## src/sv/mbe_pkg.sv

```systemverilog
// Shared constants for the Mandelbrot escape-time block.
`timescale 1ns / 1ps
package mbe_pkg;

  localparam int WORD_W            = 32;
  localparam int CNT_W             = 16;
  localparam int FRAC_BITS_DEFAULT = 28;
  localparam logic [CNT_W-1:0] MAX_ITERS_RESET = 16'd320;

endpackage

```

## src/sv/mandelbrot_escape_time.sv

```systemverilog
// Escape-time counter for one complex point, one shared multiplier under a small sequencer.
`timescale 1ns / 1ps
// Usage:
//   Raise start with c_real and c_imag (signed, FRAC_BITS fraction bits) while busy is low;
//   that beat is taken at the clock edge. busy stays high while the point is worked on.
//   The answer appears on escape_count for exactly one cycle with done high; the receiver
//   cannot hold it off, and a new start may be given in that same cycle.
//   The iteration limit max_iters is written through cfg_valid/cfg_ready/cfg_data while
//   the block is idle; cfg_ready is low while busy.
// Sequence:
//   Each iteration steps through MUL_RR, MUL_II, MUL_RI and UPDATE: the single 32x32
//   multiplier forms zr*zr, zi*zi and zr*zi one after another, and UPDATE adds, saturates
//   and tests the result. A point that never escapes answers max_iters (320 at reset).
//   With a limit of 0 or 1 the answer 1 appears in the cycle after start.
// Reset:
//   Synchronous, active high: returns to idle, drops done and sets max_iters to 320.
module mandelbrot_escape_time
  import mbe_pkg::*;
#(
  parameter int FRAC_BITS = FRAC_BITS_DEFAULT
) (
  input  logic                     clk,
  input  logic                     rst,
  input  logic                     start,
  output logic                     busy,
  input  logic signed [WORD_W-1:0] c_real,
  input  logic signed [WORD_W-1:0] c_imag,
  output logic                     done,
  output logic [CNT_W-1:0]         escape_count,
  input  logic                     cfg_valid,
  output logic                     cfg_ready,
  input  logic [CNT_W-1:0]         cfg_data
);

  // Width of a product after the floor shift, and of the update sums.
  localparam int SW = 2 * WORD_W - FRAC_BITS;
  localparam int EW = ((SW > WORD_W) ? SW : WORD_W) + 2;
  localparam logic [2*WORD_W-1:0] ESC_LIM = 64'd4 << FRAC_BITS;
  localparam logic signed [EW-1:0] WORD_HI = EW'(32'sh7FFF_FFFF);
  localparam logic signed [EW-1:0] WORD_LO = EW'(32'sh8000_0000);

  typedef enum logic [2:0] {
    IDLE,
    MUL_RR,
    MUL_II,
    MUL_RI,
    UPDATE
  } state_t;

  state_t                    state;
  logic [CNT_W-1:0]          max_iters;
  logic [CNT_W-1:0]          cnt;
  logic signed [WORD_W-1:0]  cr;
  logic signed [WORD_W-1:0]  ci;
  logic signed [WORD_W-1:0]  zr;
  logic signed [WORD_W-1:0]  zi;
  logic signed [2*WORD_W-1:0] prod;
  logic signed [SW-1:0]      rr;
  logic signed [SW-1:0]      ii;

  logic signed [WORD_W-1:0]   mul_a;
  logic signed [WORD_W-1:0]   mul_b;
  logic signed [2*WORD_W-1:0] prod_next;
  logic signed [SW-1:0]       prod_fs;
  logic signed [EW-1:0]       sum_r;
  logic signed [EW-1:0]       sum_i;
  logic signed [WORD_W-1:0]   zr_next;
  logic signed [WORD_W-1:0]   zi_next;
  logic [SW:0]                mag;
  logic                       escape;
  logic [CNT_W-1:0]           cnt_inc;
  logic                       limit_hit;

  assign busy      = (state != IDLE);
  assign cfg_ready = ~busy;

  // The one multiplier: zr*zr, then zi*zi, then zr*zi.
  always_comb begin
    mul_a     = (state == MUL_II) ? zi : zr;
    mul_b     = (state == MUL_RR) ? zr : zi;
    prod_next = mul_a * mul_b;
    // Arithmetic shift right rounds toward minus infinity.
    prod_fs   = prod[2*WORD_W-1:FRAC_BITS];
  end

  always_comb begin
    sum_r = EW'(rr) - EW'(ii) + EW'(cr);
    sum_i = (EW'(prod_fs) <<< 1) + EW'(ci);
    if (sum_r > WORD_HI) begin
      zr_next = WORD_HI[WORD_W-1:0];
    end else if (sum_r < WORD_LO) begin
      zr_next = WORD_LO[WORD_W-1:0];
    end else begin
      zr_next = sum_r[WORD_W-1:0];
    end
    if (sum_i > WORD_HI) begin
      zi_next = WORD_HI[WORD_W-1:0];
    end else if (sum_i < WORD_LO) begin
      zi_next = WORD_LO[WORD_W-1:0];
    end else begin
      zi_next = sum_i[WORD_W-1:0];
    end
    // Squares of a product are never negative, so the sum is taken unsigned.
    mag       = {1'b0, rr} + {1'b0, ii};
    escape    = (2*WORD_W)'(mag) > ESC_LIM;
    cnt_inc   = cnt + 1'b1;
    limit_hit = (cnt_inc >= max_iters);
  end

  // The squares rr and ii of the current iterate serve both as the escape test of the
  // previous iteration and as the inputs of the next one. cnt is zero for the start
  // point, which is not tested.
  always_ff @(posedge clk) begin
    if (rst) begin
      state        <= IDLE;
      done         <= 1'b0;
      max_iters    <= MAX_ITERS_RESET;
      escape_count <= '0;
      cnt          <= '0;
    end else begin
      done <= 1'b0;
      if (cfg_valid && cfg_ready) begin
        max_iters <= cfg_data;
      end
      case (state)
        IDLE: begin
          if (start) begin
            cr  <= c_real;
            ci  <= c_imag;
            zr  <= c_real;
            zi  <= c_imag;
            cnt <= '0;
            if (max_iters <= CNT_W'(1)) begin
              done         <= 1'b1;
              escape_count <= CNT_W'(1);
            end else begin
              state <= MUL_RR;
            end
          end
        end
        MUL_RR: begin
          prod  <= prod_next;
          state <= MUL_II;
        end
        MUL_II: begin
          rr    <= prod_fs;
          prod  <= prod_next;
          state <= MUL_RI;
        end
        MUL_RI: begin
          ii    <= prod_fs;
          prod  <= prod_next;
          state <= UPDATE;
        end
        UPDATE: begin
          if ((cnt != '0) && escape) begin
            done         <= 1'b1;
            escape_count <= cnt;
            state        <= IDLE;
          end else if (limit_hit) begin
            done         <= 1'b1;
            escape_count <= cnt_inc;
            state        <= IDLE;
          end else begin
            zr    <= zr_next;
            zi    <= zi_next;
            cnt   <= cnt_inc;
            state <= MUL_RR;
          end
        end
        default: begin
          state <= IDLE;
        end
      endcase
    end
  end

endmodule

```

## config.mk

```make
export PLATFORM = sky130hd
export DESIGN_NAME = mandelbrot_escape_time
export DESIGN_NICKNAME = d
export VERILOG_FILES = /design/src/sv/mbe_pkg.sv /design/src/sv/mandelbrot_escape_time.sv
export SDC_FILE = /design/constraint.sdc
export NUM_CORES = 2
export LEC_CHECK = 0
export BUFFER_PORTS_ARGS = -buffer_cell sky130_fd_sc_hd__buf_2
export CORE_MARGIN = 5
export CORE_UTILIZATION = 60
export DETAILED_ROUTE_END_ITERATION = 6
export GPL_TIMING_DRIVEN = 1
export PLACE_DENSITY_LB_ADDON = 0.2
export SYNTH_ARGS = -nofsm -noshare
export SYNTH_HDL_FRONTEND = slang
export SYNTH_SLANG_ARGS = --single-unit
```

## constraint.sdc

```tcl
create_clock -name clk -period 17.3 [get_ports clk]
set_input_delay 3.46 -clock clk [delete_from_list [all_inputs] [get_ports clk]]
set_output_delay 3.46 -clock clk [all_outputs]
set_load 0.1 [all_outputs]
```

==> metrics.md <==
| Metric | Value |
|---|---|
| GR Layer Usage met1 | 45.5% |
| Die Wd | 307 um |
| Routed len/inst | 23.5 um |
| Gr ovfl total | 0 |
| Mean Syn Cell Area | 9.41 um2 |
| Worst path slowest cell | mux2i_2 |
| Maxcap violations | 0 |
| Primary FF master, synth | edfxtp_1 |
| Fraction of layout instances using a drive strength above 1 | 6.23% |
| Post-DR vias/cell | 5.96 |
| Vias in the first global route | 42.7k |
| Pre-CTS setup slack | 6410 ps |
| Fin. max-slew vios | 0 |
| Critical Path RT | 17,690 ps |
| Row count | 109 |
| Most used cell, CP | fa_1 |
| Worst setup margin | 6180 ps |
| Share of the yosys chip area belonging to registers | 15.3% |
| GR peak layer | met2 |
| Initial antenna violation count | 3 |
| Total Nets Final | 7,121 |
| Final HPWL DP | 126 mm |
| Setup crit start kind | flip-flop |
| Routability congestion estimate | 1.01 |
| Die area | 94,400 um2 |
| Largest cells by area after synthesis | fa_1 (42%), edfxtp_1 (13%), inv_1 (8.4%), ha_1 (7.3%), nand2_1 (4.9%) |
| I/O pins | 103 |
| Crit share post-route | 64.3% |
| Final hold violations | 0 |
| Setup TNS | 0 ps |
| Core area | 88,000 um2 |
| Maximum clock rate | 89.9 MHz |
| Final core occ | 63.4% |
| Worst min path class | flip-flop to flip-flop |
| CP max stage delay | 880 ps |
| First-pass GRT wire length | 246 mm |
| Fin crit period | 11,120 ps |
| Unrepaired setup endpoints after global routing | false |
| Vias | 40.5k |
| Worst rel slew slack | 14.0% |
| Crit. End Element | flip-flop |
| Count of state elements after synthesis | 288 |
| Post-synth EDFFs | 236 |
| Final clock skew | 17.7 ps |
| Syn Nets | 7,140 |
| Worst skew pair latency | 560 ps |
| Post-CTS Setup Inserts | 0 |
| Yosys top cell by area | fa_1 |
| Post-Syn Area | 53,000 um2 |
| Post-route DRC | 0 |
| Die Y | 307 um |
| Initial core utilization | 60.2% |
| Hold_ws | 460 ps |
| Critical Path Fanout Max | 55 |
| Post-CTS sizing | 0 |
| Status | finished clean |
| Iteration-0 DRC Markers | 3,726 |
| Yosys cell types | 79 |
| Clk sinks | 288 |
| Post-synth top area share | 42.3% |
| CTS hold repair buffers | 0 |
| CTS buffer count | 27 |
| Worst Path Arrival | 11,510 ps |
| CTS clk-pin slew, worst paths | 70 ps |
| Tot GR Track Use | 34.2% |
| GRT met3 Usage | 6.30% |
| Clock buffer depth | 3 |
| CTS tree | built |
| Pin count of the biggest net entering global routing | 65 |
| M2 GR Usage | 54.7% |
| 1st-pass router iterations | 6 |
| Least-Margin Pin Slew | 1250 ps |
| Post-synthesis cell count | 5,629 |
| Post-DRT Antenna Nets | 0 |
| Number of I/O port buffers | 102 |
| WL final | 159 mm |
| Yosys warns | 0 |
| Critical path class | flip-flop to flip-flop |
| CTS H-tree depth | 1 |
| Async set or reset register ratio after synthesis | 0% |
| Layout area overhead | 5.19% |
| Endpoints failing setup | 0 |
| Root Buffer | clkbuf_16 |
-- kinds of logic after synthesis --
logic type      share of synthesized area [%]
compound gates                           7.57
flops                                    15.3
simple gates                             12.4
xor+xnor                                 2.41
mux                                      2.68
fa+ha+maj                                49.6
buf+inv                                  10.1
-- layout make-up --
| class | instances | area [um2] |
|---|---|---|
| diodes | 3 | 7.51 |
| clock buffers | 35 | 738 |
| clock inverters | 14 | 115 |
| fillers | 7428 | 32200 |
| inverters | 1184 | 4440 |
| multi-input cells | 3924 | 39700 |
| flip-flops and latches | 288 | 8130 |
| well taps | 1165 | 1460 |
| repair buffers | 185 | 1130 |
-- worst paths after layout --
| path | endpoint | cells past startpoint | slack (ps) | start |
|---|---|---|---|---|
| setup / recovery | prod[57] | 29 | 6180 | state[0] |
| hold / removal | escape_count[0] | 2 | 460 | escape_count[0] |
| setup reg to reg | prod[57] | 29 | 6180 | state[0] |
| hold reg to reg | escape_count[0] | 2 | 460 | escape_count[0] |
-- cell usage in the layout, fill, tap and decap left out, types with 43 or more instances in the layout --
| cell type | synthesis | layout |
|---|---|---|
| ha_1 | 308 | 308 |
| nor2_1 | 637 | 635 |
| edfxtp_1 | 236 | 236 |
| dfxtp_1 | 52 | 52 |
| xor2_1 | 47 | 47 |
| xnor2_1 | 99 | 99 |
| mux2_2 | 62 | 62 |
| a21o_1 | 60 | 60 |
| buf_4 | 3 | 83 |
| inv_1 | 1184 | 1184 |
| mux2i_1 | 72 | 43 |
| fa_1 | 1119 | 1119 |
| a21oi_1 | 213 | 213 |
| buf_2 | 8 | 102 |
| nand2_1 | 690 | 690 |
| o21ai_0 | 138 | 137 |
-- critical path: cells and delay by family (launching register included) --
family	cells	cell delay, ps
mux	1	880
flops	1	470
compound gates	10	2830
buf+inv	6	1330
simple gates	3	1040
fa+ha+maj	9	4260
-- routing by layer --
layer	share of wire, %	vias up
met5	0	-
met4	6.9	0
met3	10	619
met2	46	2319
met1	37	20267
li1	-	17330
-- Yosys cell counts, types with 22 or more instances --
cell,instances
inv_1,1184
fa_1,1119
nand2_1,690
nor2_1,637
ha_1,308
edfxtp_1,236
a21oi_1,213
clkbuf_1,200
o21ai_0,138
xnor2_1,99
mux2i_1,72
mux2_2,62
a21o_1,60
dfxtp_1,52
xor2_1,47
nor3_1,43
nand3_1,37
nand2b_1,33
nand4_1,29
a31oi_1,28
o211ai_1,27
o21a_1,26
a211oi_1,23
nor2b_1,22
-- state kept, by name, summed over array words and instances, names as in the netlist --
signal / count
ci: 32
cnt: 16
escape_count: 16
state: 3
done: 1
zi: 32
max_iters: 16
rr: 36
prod: 36
ii: 36
cr: 32
zr: 32
-- per-stage QoR --
step / std cells / cell area, um2
finish: 6798 / 55700
detailed placement: 6746 / 54900
CTS: 6795 / 55700
global placement: 6746 / 54900
floorplan: 5629 / 53000
global route: 6796 / 55700
Power is left out: the tool's default activity adds up to more than one toggle a clock period on the data nets, which glitch-free logic cannot reach.
